## src/hdl/tdp_pkg.sv

```systemverilog
// Shared constants for the trial-division primality block.
// No dependencies; used by trial_division_primality.
package tdp_pkg;

  // Width of the candidate field on the input port
  localparam int unsigned CANDIDATE_WIDTH = 32;

  // Below this value a number is never prime
  localparam int unsigned LOWEST_PRIME = 2;

  // Below this value (and at or above LOWEST_PRIME) a number is always prime
  localparam int unsigned FIRST_NONTRIVIAL = 4;

  // First odd trial divisor; even divisors are settled by the low bit
  localparam int unsigned FIRST_DIVISOR = 3;

endpackage

```

## src/hdl/trial_division_primality.sv

```systemverilog
// Trial-division primality test with bit-serial restoring dividers.
// Depends on tdp_pkg for field width and the small-number constants.
//
//   channel | ports                                  | direction
//   --------+----------------------------------------+----------
//   input   | in_valid, in_stall, in_candidate[31:0] | in
//   result  | out_valid, out_stall, out_is_prime     | out
//
// Candidates below 4 and even ones are settled without a division. Odd ones
// run rounds: each of the REMAINDER_UNITS dividers shifts one quotient bit
// per cycle, then a check state tests the results. A round tests
// REMAINDER_UNITS odd divisors; an odd prime runs rounds until the divisors
// pass its square root, and an odd composite stops at the round that finds
// its smallest factor.
// One candidate is in work at a time; a new one is taken while the last
// result waits on out_stall. Reset clears the control state.
module trial_division_primality #(
  parameter int unsigned NUMBER_WIDTH    = 32,
  parameter int unsigned REMAINDER_UNITS = 1
) (
  input  logic                                 clk,
  input  logic                                 rst_n,
  input  logic                                 in_valid,
  output logic                                 in_stall,
  input  logic [tdp_pkg::CANDIDATE_WIDTH-1:0]  in_candidate,
  output logic                                 out_valid,
  input  logic                                 out_stall,
  output logic                                 out_is_prime
);

  localparam int unsigned W  = NUMBER_WIDTH;
  localparam int unsigned U  = REMAINDER_UNITS;
  localparam int unsigned CW = $clog2(W);
  localparam int unsigned CAND_W = tdp_pkg::CANDIDATE_WIDTH;

  typedef enum logic [1:0] {ST_IDLE, ST_DIV, ST_CHECK, ST_HOLD} state_t;

  state_t          state_r;
  logic            out_valid_r;
  logic            out_is_prime_r;
  logic            hold_flag_r;

  logic [W-1:0]    n_r;
  logic [CW-1:0]   bit_cnt_r;
  logic [W-1:0]    rem_r  [U];
  logic [W-1:0]    quot_r [U];
  logic [W-1:0]    dv_r   [U];

  logic [W-1:0]    rem_nxt  [U];
  logic [W-1:0]    quot_nxt [U];
  logic [U-1:0]    in_range;
  logic [U-1:0]    rem_zero;

  logic [W-1:0]    n_in;
  logic            accept;
  logic            out_free;
  logic            load_out;
  logic            trivial;
  logic            trivial_flag;
  logic            composite;
  logic            check_done;
  logic            check_flag;
  logic            start_div;
  logic            next_round;

  // Keep the low NUMBER_WIDTH bits of the candidate, zero-extending when NUMBER_WIDTH is wider
  generate
    if (W > CAND_W) begin : g_wide
      assign n_in = {{(W - CAND_W){1'b0}}, in_candidate};
    end else if (W == CAND_W) begin : g_same
      assign n_in = in_candidate;
    end else begin : g_narrow
      assign n_in = in_candidate[W-1:0];
    end
  endgenerate

  assign accept   = in_valid && !in_stall;
  assign in_stall = (state_r != ST_IDLE);
  assign out_free = !out_valid_r || !out_stall;

  // Settle small and even candidates without a division
  always_comb begin
    trivial      = 1'b1;
    trivial_flag = 1'b0;
    priority if (n_in < W'(tdp_pkg::LOWEST_PRIME)) begin
      trivial_flag = 1'b0;
    end else if (n_in < W'(tdp_pkg::FIRST_NONTRIVIAL)) begin
      trivial_flag = 1'b1;
    end else if (!n_in[0]) begin
      trivial_flag = 1'b0;
    end else begin
      trivial = 1'b0;
    end
  end

  // One restoring-division step per unit: shift in the next dividend bit
  always_comb begin
    logic [W:0] trial;
    logic [W:0] diff;
    logic       ge;
    for (int u = 0; u < U; u++) begin
      trial       = {rem_r[u], quot_r[u][W-1]};
      diff        = trial - {1'b0, dv_r[u]};
      ge          = (trial >= {1'b0, dv_r[u]});
      rem_nxt[u]  = ge ? diff[W-1:0] : trial[W-1:0];
      quot_nxt[u] = {quot_r[u][W-2:0], ge};
      in_range[u] = (dv_r[u] <= quot_r[u]);
      rem_zero[u] = (rem_r[u] == '0);
    end
  end

  // Divisors above n/d end the search; any in-range zero remainder is a factor
  assign composite  = |(in_range & rem_zero);
  assign check_done = composite || !(&in_range);
  assign check_flag = !composite;

  assign start_div  = accept && !trivial;
  assign next_round = (state_r == ST_CHECK) && !check_done;

  // Load the result register whenever a verdict is ready and the register is free
  assign load_out = out_free && ((state_r == ST_IDLE && accept && trivial) ||
                                 (state_r == ST_CHECK && check_done) ||
                                 (state_r == ST_HOLD));

  // Control state and the result register
  always_ff @(posedge clk) begin
    if (!rst_n) begin
      state_r     <= ST_IDLE;
      out_valid_r <= 1'b0;
    end else begin
      // load a new result, else drop the old one once it transfers
      if (load_out) begin
        out_valid_r <= 1'b1;
      end else if (out_valid_r && !out_stall) begin
        out_valid_r <= 1'b0;
      end
      unique case (state_r)
        ST_IDLE: begin
          if (accept) begin
            if (!trivial) begin
              state_r <= ST_DIV;
            end else if (out_free) begin
              out_is_prime_r <= trivial_flag;
            end else begin
              hold_flag_r <= trivial_flag;
              state_r     <= ST_HOLD;
            end
          end
        end
        ST_DIV: begin
          if (bit_cnt_r == '0) begin
            state_r <= ST_CHECK;
          end
        end
        ST_CHECK: begin
          if (!check_done) begin
            state_r <= ST_DIV;
          end else if (out_free) begin
            out_is_prime_r <= check_flag;
            state_r        <= ST_IDLE;
          end else begin
            hold_flag_r <= check_flag;
            state_r     <= ST_HOLD;
          end
        end
        ST_HOLD: begin
          if (out_free) begin
            out_is_prime_r <= hold_flag_r;
            state_r        <= ST_IDLE;
          end
        end
        default: begin
          state_r <= ST_IDLE;
        end
      endcase
    end
  end

  // Divider shift registers, bit counter and trial divisors
  always_ff @(posedge clk) begin
    if (start_div) begin
      n_r       <= n_in;
      bit_cnt_r <= CW'(W - 1);
      for (int u = 0; u < U; u++) begin
        quot_r[u] <= n_in;
        rem_r[u]  <= '0;
        dv_r[u]   <= W'(tdp_pkg::FIRST_DIVISOR + 2 * u);
      end
    end else if (next_round) begin
      bit_cnt_r <= CW'(W - 1);
      for (int u = 0; u < U; u++) begin
        quot_r[u] <= n_r;
        rem_r[u]  <= '0;
        dv_r[u]   <= dv_r[u] + W'(2 * U);
      end
    end else if (state_r == ST_DIV) begin
      bit_cnt_r <= bit_cnt_r - 1'b1;
      for (int u = 0; u < U; u++) begin
        quot_r[u] <= quot_nxt[u];
        rem_r[u]  <= rem_nxt[u];
      end
    end
  end

  assign out_valid    = out_valid_r;
  assign out_is_prime = out_is_prime_r;

  // Bit counter steps down by one through a division round
  a_bit_count: assert property (@(posedge clk) disable iff (!rst_n)
    (state_r == ST_DIV && bit_cnt_r != '0) |=>
      (state_r == ST_DIV && bit_cnt_r == $past(bit_cnt_r) - 1'b1))
    else $error("bit counter did not step during division");

  // A division round ends only in the check cycle
  a_div_exit: assert property (@(posedge clk) disable iff (!rst_n)
    (state_r == ST_DIV) |=> (state_r == ST_DIV || state_r == ST_CHECK))
    else $error("division round left without a check");

  // The first unit's trial divisor stays odd
  a_odd_divisor: assert property (@(posedge clk) disable iff (!rst_n)
    (state_r == ST_CHECK) |-> dv_r[0][0])
    else $error("even trial divisor");

  // The hold state is entered only behind a waiting result
  a_hold_busy: assert property (@(posedge clk) disable iff (!rst_n)
    (state_r == ST_HOLD) |-> out_valid_r)
    else $error("result held while output register empty");

endmodule
```

## config.mk

```make
export PLATFORM = sky130hd
export DESIGN_NAME = trial_division_primality
export DESIGN_NICKNAME = d
export VERILOG_FILES = /design/src/hdl/tdp_pkg.sv /design/src/hdl/trial_division_primality.sv
export SDC_FILE = /design/constraint.sdc
export NUM_CORES = 1
export LEC_CHECK = 0
export BUFFER_PORTS_ARGS = -buffer_cell sky130_fd_sc_hd__buf_2
export CAP_MARGIN = 20
export CELL_PAD_IN_SITES_DETAIL_PLACEMENT = 1
export CELL_PAD_IN_SITES_GLOBAL_PLACEMENT = 1
export CORE_MARGIN = 4
export CORE_UTILIZATION = 55
export CTS_BUF_LIST = sky130_fd_sc_hd__clkbuf_4
export CTS_CLUSTER_DIAMETER = 120
export DETAILED_ROUTE_END_ITERATION = 10
export PLACE_DENSITY_LB_ADDON = 0.1
export SKIP_CTS_REPAIR_TIMING = 1
export SYNTH_ARGS = -nofsm -noshare
export SYNTH_HDL_FRONTEND = slang
export SYNTH_SLANG_ARGS = --single-unit
```

## constraint.sdc

```tcl
create_clock -name clk -period 9.3 [get_ports clk]
set_clock_uncertainty 0.05 [all_clocks]
set_input_delay 1.86 -clock clk [delete_from_list [all_inputs] [get_ports clk]]
set_output_delay 1.86 -clock clk [all_outputs]
set_load 0.02 [all_outputs]
```

Word level (Yosys, flattened, before mapping):

Memory sizes are Yosys's and may differ from the RTL's.
Cells that the tools add are included.

* $add $sub $neg: 3
* equality and inequality tests: 13
* bitwise gates (word level): 1
* reductions and logical operators: 35
* order comparisons: 4
* muxes and demuxes: 48

Operators by type and width (count)
* 32-bit two-way mux: 6
* 32-bit OR reduction: 5
* 33-bit by 32-bit greater-or-equal comparator with 1-bit output: 1
* 32-bit by 2-bit adder with 32-bit output (second input constant): 1
* 32-bit <= comparator: 1
* 32-bit logical NOT: 1
* 32-bit by 2-bit < comparator with 1-bit output (second input constant): 1
* 32-bit by 3-bit < comparator with 1-bit output (second input constant): 1
* 1-bit two-way mux: 32
* 32-bit subtractor: 1
* 2-bit inequality test (second input constant): 9
* 2-bit two-way mux: 7
* 1-bit logical AND: 8
* 2-bit one-hot mux with 4 select lines: 1
* 8-bit AND reduction: 1
* 1-bit logical NOT: 7
* 7-bit AND reduction: 1
* 2-bit nonzero test: 3
* 5-bit logical NOT: 1
* 5-bit by 1-bit subtractor with 5-bit output (second input constant): 1
* 2-bit == test (second input constant): 2
* 1-bit logical OR: 4
* 4-bit AND reduction: 1
* 3-bit inequality test (second input constant): 1
* 7 further kinds: 7

* output and inout port bits: 3
* input bits: 36
* memories kept: 3
* register bits after elaboration: 42
* word-level logic and storage cells: 113
* memory bits (writable): 96

Memories
* dv_r: words 1, width 32, rd ports 1, clocked after Yosys merged registers in 0, wr ports 1, RTL line trial_division_primality.sv:47 `logic [W-1:0] dv_r [U];`
* quot_r: words 1, width 32, rd ports 1, clocked after Yosys merged registers in 0, wr ports 1, RTL line trial_division_primality.sv:46 `logic [W-1:0] quot_r [U];`
* rem_r: words 1, width 32, rd ports 1, clocked after Yosys merged registers in 0, wr ports 1, RTL line trial_division_primality.sv:45 `logic [W-1:0] rem_r [U];`

Logic depth before layout (Yosys ltp):

Gate-level depths: netlist (run 1).

* word-level depth: 11
* mapped depth: 13
* mapped depth without buffers: 11

Worst setup path before layout (run 1):

No wires, ideal clock.

* path type: input to register
* from: input in_candidate[8] (netlist name)
* to: memory quot_r[0][0] (netlist name), enable pin
* stages on the path: 6
* path buffers: 0
* data arrival time: 6.206 ns
* library setup time: 0.424 ns
* setup slack: 2.621 ns
* data required time: 8.826 ns
* path through: nor4_1 -> nand4_1 -> o21ai_0 -> nor3_1 -> and2b_1 -> nand2_1

* cells in the longest elaborated chain, start to end: 10
* elaborated cells on any way between the ends: 16
* those cells by class: 2 x order compare; 10 x mux; 4 x reduce/logical

Ends and longest elaborated chain
* start: declaration: RTL line trial_division_primality.sv:25 `input logic [tdp_pkg::CANDIDATE_WIDTH-1:0] in_candidate,`
* 32-bit by 3-bit < comparator with 1-bit output: RTL line trial_division_primality.sv:87 `end else if (n_in < W'(tdp_pkg::FIRST_NONTRIVIAL)) begin`
* 1-bit two-way mux: RTL line trial_division_primality.sv:87
* 1-bit two-way mux (*): RTL line trial_division_primality.sv:85 `priority if (n_in < W'(tdp_pkg::LOWEST_PRIME)) begin`
* 1-bit logical NOT (*)
* 1-bit logical AND (*): RTL line trial_division_primality.sv:117 `assign start_div = accept && !trivial;`
* via start_div: RTL line trial_division_primality.sv:63 `logic start_div;`
* 1-bit two-way mux: RTL line trial_division_primality.sv:181 `if (start_div) begin`
* 1-bit two-way mux (implied by the code): RTL line trial_division_primality.sv:192 `quot_r[u] <= n_r;`
* 32-bit OR reduction (no line)
* 1-bit two-way mux (no line)
* 1-bit two-way mux (no line) (*)
* end: declaration: RTL line trial_division_primality.sv:46

Mark *: on every way through the listed nets, which the timed path passes. The rest lies on a longest branch.

Worst setup path after layout (run 1):

* from: input in_candidate[30] (netlist name)
* to: memory rem_r[0][11] (netlist name), enable pin

* cells in the longest elaborated chain, start to end: 10
* elaborated cells on any way between the ends: 16
* those cells by class: 2 x order compare; 10 x mux; 4 x reduce/logical

Ends and longest elaborated chain
* 32-bit by 3-bit < comparator with 1-bit output: RTL line trial_division_primality.sv:87
* 1-bit two-way mux: RTL line trial_division_primality.sv:87
* 1-bit two-way mux (*): RTL line trial_division_primality.sv:85
* 1-bit logical NOT (*)
* 1-bit logical AND (*): RTL line trial_division_primality.sv:117
* via start_div: RTL line trial_division_primality.sv:63
* 1-bit two-way mux: RTL line trial_division_primality.sv:181
* 1-bit two-way mux (implied by the code): RTL line trial_division_primality.sv:193 `rem_r[u] <= '0;`
* 32-bit OR reduction (no line)
* 1-bit two-way mux (no line)
* 1-bit two-way mux (no line) (*)
* end: declaration: RTL line trial_division_primality.sv:45

Marks and branches as above.

==> impl_results.md, run 1 <==
* Post-Synth Adder-Cell Area at a little under a tenth
* CTS H-Tree Depth at 4
* Synth Warn # at 0
* Clk buf depth at 2
* Synthesized cell area at 0.00913 sq mm
* Flop pwr share at 44.9%
* Final setup viols at 0
* Core Util, Final at between 60% and 70%
* WS Path Type: in -> reg
* All-Layer GR Usage at 26.9%
* CP endpoint kind: flop
* TritonRoute pass-1 iters at 7
* #FFs+latches synth at roughly 140
* Synth top area share at 42.4%
* Placement Cell Area at 0.00948 sq mm
* Final WS setup at between 5 and 6 ns
* Slew @ Worst Pin at 1.09 ns
* ANT nets after route at 0
* Post-synth top cells: edfxtp_1, inv_1, nor2_1
* Unique masters post-synth at between 70 and 80
* Clock latency on the worst-skew pair at 0.57 ns
* Sequential area share after synthesis at 44.2%
* Dominant cell type by area after synthesis: edfxtp_1
* Largest family of logic cells by synthesized area: simple AND/OR/NAND/NOR gates
* Reg2Reg Setup Slack at 5.02 ns
* Initial antenna violation count at 0
* Most common cell in the netlist: edfxtp_1
* Routed via count at roughly 7000
* Final Max Tran Viols at 0
* Fin nets at 1022
* Chip width at between 100 and 150 um
* Antenna diodes at 0
* Post-Synth XOR/XNOR Area at between 5 and 6%
* Clock tree root driver cell: clkbuf_4
* CTS Sinks at roughly 140
* Die ar. at 0.0187 sq mm
* Top FF cell, synth: edfxtp_1
* Complex-gate fraction of the synthesized area at 14.4%
* Maxcap violations at 0
* Design Area, Final at between 0.009 and 0.01 sq mm
* RSZ-0062 raised after global routing: no
* Setup WS pre-CTS at 4.42 ns
* Psw at between 0.6 and 0.7 mW
* Synth Net Count at 992
* Leakage at ~4.1 nW
* Routed WL per cell at ~21 um
* Post-route DRC at 0
* Multiplexer share of the synthesized area at ~5.6%
* Layout cells sized above 1 at between 10% and 20%
* Synthesis-to-layout area growth at 7.24%
* Final Cycle Share at a little under half
* # port buffers at 38
* Post-synth EDFFs at approximately 130
* Vias per cell at between 6 and 7
* Gate power share at a little over 30%
* DP HPWL at approximately 18000 um
* Initial Utilization at 56.8%
* Internal power component at 1.19 mW
* Worst setup SP type: primary input
* Max Fclk at 233 MHz
* Final Hold Fails at 0
* RR Endpoint: rem_r[0][11]
* VDD IR max at about 0.00010 V
* Power Density at approximately 180 mW/mm^2
* Placed cell count at 1117
* Gpl congestion at ~0.84
* Top cells by area, synth: edfxtp_1, ha_1, mux2i_1
* Hold endpoint: bit_cnt_r[1]
* Core area at between 0.015 and 0.02 sq mm
* Simple-Gate Fraction of Synth Area at 15.6%
* Required time worst endpoint at 9.52 ns
* Non-Filler Instances at roughly 1100
* Number of global-route vias before repair at around 7600
* Worst Hold Launch: bit_cnt_r[1]
* Min Tclk post-route at 4.30 ns
* Register-to-Register Path Depth at 10
* Worst hold path type: reg -> reg
* Total congestion overflow at 0
* Clk pwr share at 24.0%
* Num ports at 39
* Die height at roughly 140 um
* Synthesized area per cell at about 10 sq um
* CTS tree: done
* Setup TNS at 0 ns
* Row count at 46
* Post-Route WL at 23600 um
* Number of DRC violations after detailed-routing iteration 0 at between 300 and 400
* Largest net degree at the start of global routing at between 60 and 70
* Max-slew headroom at a little over a quarter
* Crit path DAT at roughly 4.5 ns
* Status: completed
* Worst flop-to-flop path startpoint: dv_r[0][25]
* Switching portion of total power at between 30 and 40%
* Hold depth at 2
* Clk pin slew, worst setup/hold paths at roughly 0.10 ns
* Gate Count Post-Synth at 890
* First-pass GRT wire length at 39500 um
* Critical-path maximum fanout at 33
* Asr flop ratio synth at 0%
* Inserted Clock Buffers at 17
## layout by cell type (no fill, tap or decap), drive strengths merged, types with 44 or more instances in the layout
cell type  instances
nand2             74
edfxtp           129
a21oi             45
inv               76
buf               44
nor2              74
xnor2             50
mux2i             51
o21ai             50
ha                65
## kinds of logic after synthesis
family / count (synthesis)
compound gates: 188
simple gates: 280
flops: 137
buf+inv: 109
xor+xnor: 59
mux: 51
fa+ha+maj: 66
## sequential cells by signal (all words and copies together) (netlist names)
| signal | cells |
|---|---|
| dv_r | 31 |
| bit_cnt_r | 5 |
| quot_r | 32 |
| out_is_prime | 1 |
| rem_r | 32 |
| out_valid | 1 |
| hold_flag_r | 1 |
| n_r | 32 |
| state_r | 2 |
## critical path, cell delays in order
cell and delay, ns:
buf_2 0.11, nor4_1 0.37, nand4_1 0.21, o21ai_0 0.50, nor3_2 0.11, and2b_1 0.36, nand2_2 0.50, buf_4 0.49
## layout make-up
cell class,count,area [sq um]
repair buffers,44,255
well taps,216,270
multi-input cells,644,4640
flip-flops and latches,137,4030
clock inverters,12,158
inverters,76,285
fillers,1767,6270
clock buffers,20,150
## per-stage QoR
step,total power [mW],hold slack (ns)
finish,1.81,0.477
global route,1.90,0.490
CTS,1.81,0.486
detailed placement,1.38,0.458
global placement,1.34,0.425
floorplan,1.23,0.407
## layer usage
layer | global-route usage, % | vias to the layer above | share of wire, %
li1 | - | 3339 | -
met1 | 35.9 | 3465 | 45
met2 | 46.4 | 147 | 50
met3 | 3.31 | 32 | 3.4
met4 | 7.87 | 0 | 1.8
met5 | 0 | - | 0
## power by group through the flow
stage                     sequential [mW]  combinational (mW)  clock, mW
after global placement              0.819               0.519          0
after detailed placement            0.824               0.556          0
after floorplan                     0.806               0.422          0
after global routing                0.819               0.623      0.462
final                               0.811               0.563      0.433
after CTS                           0.811               0.561      0.437
## worst max path at each step
stage               slack [ns]      endpoint        startpoint  depth (start not counted)
global placement          4.57   rem_r[0][1]   in_candidate[6]                          8
detailed placement        4.42  rem_r[0][26]  in_candidate[30]                          8
floorplan                 2.62  quot_r[0][0]   in_candidate[8]                          6
CTS                       5.00  rem_r[0][26]  in_candidate[30]                          8
finish                    5.00  rem_r[0][11]  in_candidate[30]                          8
global route              4.72  rem_r[0][26]  in_candidate[30]                          8
Power figures use the tool's default switching activity.
==> inputs of run 2 (changes only) <==
--- a/config.mk
+++ b/config.mk
@@ -10,7 +10,7 @@
 export CELL_PAD_IN_SITES_DETAIL_PLACEMENT = 1
 export CELL_PAD_IN_SITES_GLOBAL_PLACEMENT = 1
 export CORE_MARGIN = 4
-export CORE_UTILIZATION = 55
+export CORE_UTILIZATION = 46
 export CTS_BUF_LIST = sky130_fd_sc_hd__clkbuf_4
 export CTS_CLUSTER_DIAMETER = 120
 export DETAILED_ROUTE_END_ITERATION = 10
==> constraint.sdc (replaced) <==
create_clock -name clk -period 3.5 [get_ports clk]
set_clock_uncertainty 0.05 [all_clocks]
set_input_delay 0.7 -clock clk [delete_from_list [all_inputs] [get_ports clk]]
set_output_delay 0.7 -clock clk [all_outputs]
set_load 0.02 [all_outputs]
==> impl_results.md, run 2 (synthesized netlist as in run 1, its figures left out) <==
* Reg area at 0.00403 sq mm (unchanged)
* Clock latency on the worst-skew pair at 0.55 ns (was 0.57 ns)
* All-Layer GR Usage at 22.0% (was 26.9%)
* Placement Cell Area at 0.00974 sq mm (was 0.00948 sq mm)
* # port buffers at 38 (unchanged)
* CTS Sinks at 137 (unchanged)
* VDD IR max at 0.000246 V (was 0.000102 V)
* Die ar. at 0.0222 sq mm (was 0.0187 sq mm)
* RSZ-0062 raised after global routing: no (unchanged)
* WS Path Type: reg -> reg (was in -> reg)
* Critical-path maximum fanout at 25 (was 33)
* Setup WS pre-CTS at -0.0545 ns (was 4.42 ns)
* Die height at 149 um (was 137 um)
* Gpl congestion at 0.839 (was 0.838)
* Power Density at 472 mW/mm^2 (was 185 mW/mm^2)
* Fin nets at 1046 (was 1022)
* RR Endpoint: quot_r[0][8] (was rem_r[0][11])
* Clock tree root driver cell: clkbuf_4 (unchanged)
* Biggest regs: n_r: 32 flops, quot_r: 32 flops, rem_r: 32 flops (unchanged)
* Status: completed (unchanged)
* CTS H-Tree Depth at 4 (unchanged)
* Min Tclk post-route at 3.32 ns
* Number of DRC violations after detailed-routing iteration 0 at 285 (was 343)
* Fillers at 2179 (was 1767)
* DP HPWL at 18600 um (was 18200 um)
* TritonRoute pass-1 iters at 5 (was 7)
* Total congestion overflow at 0 (unchanged)
* Max Fclk at 301 MHz
* Max-slew headroom at 59.4% (was 27.3%)
* Layout cells sized above 1 at 13.7% (was 11.4%)
* Worst hold path type: in -> reg (was reg -> reg)
* Core area at 0.0195 sq mm (was 0.0161 sq mm)
* Maxcap violations at 0 (unchanged)
* Final Cycle Share at about 95%
* Crit path buf inv count at 2 (unchanged)
* Largest net degree at the start of global routing at 51 (was 64)
* Synthesis-to-layout area growth at 10.1% (was 7.24%)
* Initial antenna violation count at 1 (was 0)
* Commonest non-fill, non-tap cell in the layout: edfxtp_1 (unchanged)
* ANT nets after route at 0 (unchanged)
* Final setup viols at 0 (unchanged)
* Commonest cells after routing, fill and taps aside: edfxtp_1, inv_1, nor2_1 (unchanged)
* Num ports at 39 (unchanged)
* Number of global-route vias before repair at 7325 (was 7645)
* Final WS setup at 0.182 ns (was 5.00 ns)
* Row count at 51 (was 46)
* CTS tree: done (unchanged)
* Worst flop-to-flop path startpoint: dv_r[0][25] (unchanged)
* Slew @ Worst Pin at 0.604 ns (was 1.09 ns)
* Reg2Reg Setup Slack at 0.18 ns (was 5.02 ns)
* CP most frequent cell: a21o_1
* Post-route DRC at 0 (unchanged)
* Routed via count at 6968 (was 6983)
* Design Area, Final at 0.0100 sq mm (was 0.00979 sq mm)
* Vias per cell at 5.70 (was 6.08)
* Worst Setup EP: quot_r[0][8] (was rem_r[0][11])
* First-pass GRT wire length at 38600 um (was 39500 um)
* Crit path max-delay family: compound AO/OA/AOI/OAI gates (was simple AND/OR/NAND/NOR gates)
* Chip width at 149 um (was 137 um)
* Crit-path cells: ha_1 -> a21o_1 -> a21o_1 -> a21oi_1 -> o32ai_1 -> o41ai_1 -> buf_4 -> o2111ai_4 -> and2b_1 -> nand2_2 -> clkbuf_16 (was buf_2 -> nor4_1 -> nand4_1 -> o21ai_0 -> nor3_2 -> and2b_1 -> nand2_2 -> buf_4)
* Setup TNS at 0 ns (unchanged)
* Slowest CP cell: edfxtp_1 (was o21ai_0)
* Initial Utilization at 46.9% (was 56.8%)
* Final Max Tran Viols at 0 (unchanged)
* Post-Route WL at 24000 um (was 23600 um)
* CP Depth at 11 (was 8)
* Worst setup SP type: flop (was primary input)
* Worst Setup SP: dv_r[0][25] (was in_candidate[30])
* Clk buf depth at 2 (unchanged)
* CP endpoint kind: flop (unchanged)
* Final Hold Fails at 0 (unchanged)
* Register-to-Register Path Depth at 11 (was 10)
* Clk pin slew, worst setup/hold paths at 0.12 ns (was 0.10 ns)
* Multi-input gate area at 0.00465 sq mm (was 0.00464 sq mm)
* Required time worst endpoint at 3.69 ns (was 9.52 ns)
* Routed WL per cell at 19.7 um (was 20.5 um)
* Leakage at 4.19 nW (was 4.09 nW)
* Critical path's largest stage delay at 0.45 ns (was 0.50 ns)
* Inserted Clock Buffers at 17 (unchanged)
* Crit path DAT at 3.51 ns (was 4.52 ns)
## run 2: cell types whose count changed in the layout (fill, tap and decap cells not counted), moves of 2 or more
cell        previous run  this run
clkinv_2               3         1
buf_12                 0         4
clkinvlp_4             1         5
clkinv_4               0         2
bufinv_16              4         2
buf_4                  5        25
clkbuf_4              20        18
## run 2: how the worst min path moves through the flow
stage | start | endpoint | slack (ns) | depth (start not counted)
final | in_candidate[30] | n_r[30] | 0.32 | 1
after global routing | in_candidate[29] | n_r[29] | 0.24 | 1
after CTS | in_candidate[29] | n_r[29] | 0.25 | 1
after detailed placement | bit_cnt_r[3] | bit_cnt_r[3] | 0.43 | 2
after global placement | bit_cnt_r[3] | bit_cnt_r[3] | 0.42 | 2
after floorplan | bit_cnt_r[3] | bit_cnt_r[3] | 0.41 | 2
## run 2: per-stage QoR
stage               util, %  cells  hold WS [ns]  power, mW
detailed placement     50.1   1188         0.434       3.73
floorplan                 -    890         0.407       3.26
CTS                    51.4   1219         0.252       4.77
global placement       50.1   1188         0.421       3.66
global route           51.6   1222         0.241       5.04
finish                 51.6   1222         0.316       4.74
## run 2: metal layers
layer	share of wire [%]	global-route usage [%]	up-vias
li1	-	-	3382
met1	47	30.0	3439
met2	49	37.4	128
met3	3.0	3.37	19
met4	1.2	4.99	0
met5	0	0	-
## run 2: area by class of cell
class / instances / share of cell area, %
diodes: 1 / 0.0249
clock buffers: 18 / 1.34
clock inverters: 13 / 1.31
inverters: 76 / 2.84
multi-input cells: 644 / 46.2
flip-flops and latches: 137 / 40.1
well taps: 265 / 3.30
repair buffers: 68 / 4.81
## run 2: power by group
part | total [mW] | internal [mW] | switching [mW] | leakage, nW
Sequential | 2.15 | 2.01 | 0.133 | 1.30
Combinational | 1.57 | 0.637 | 0.936 | 2.76
Clock | 1.02 | 0.420 | 0.603 | 0.129
Total | 4.74 | 3.07 | 1.67 | 4.19
## run 2: worst reg2reg max path, cell delays in order, from the launching register on
cell and delay, ns:
edfxtp_1 0.45, ha_1 0.31, a21o_1 0.18, a21o_1 0.17, a21oi_1 0.18, o32ai_1 0.11
o41ai_1 0.44, buf_4 0.21, o2111ai_4 0.15, and2b_1 0.30, nand2_2 0.20, clkbuf_16 0.26
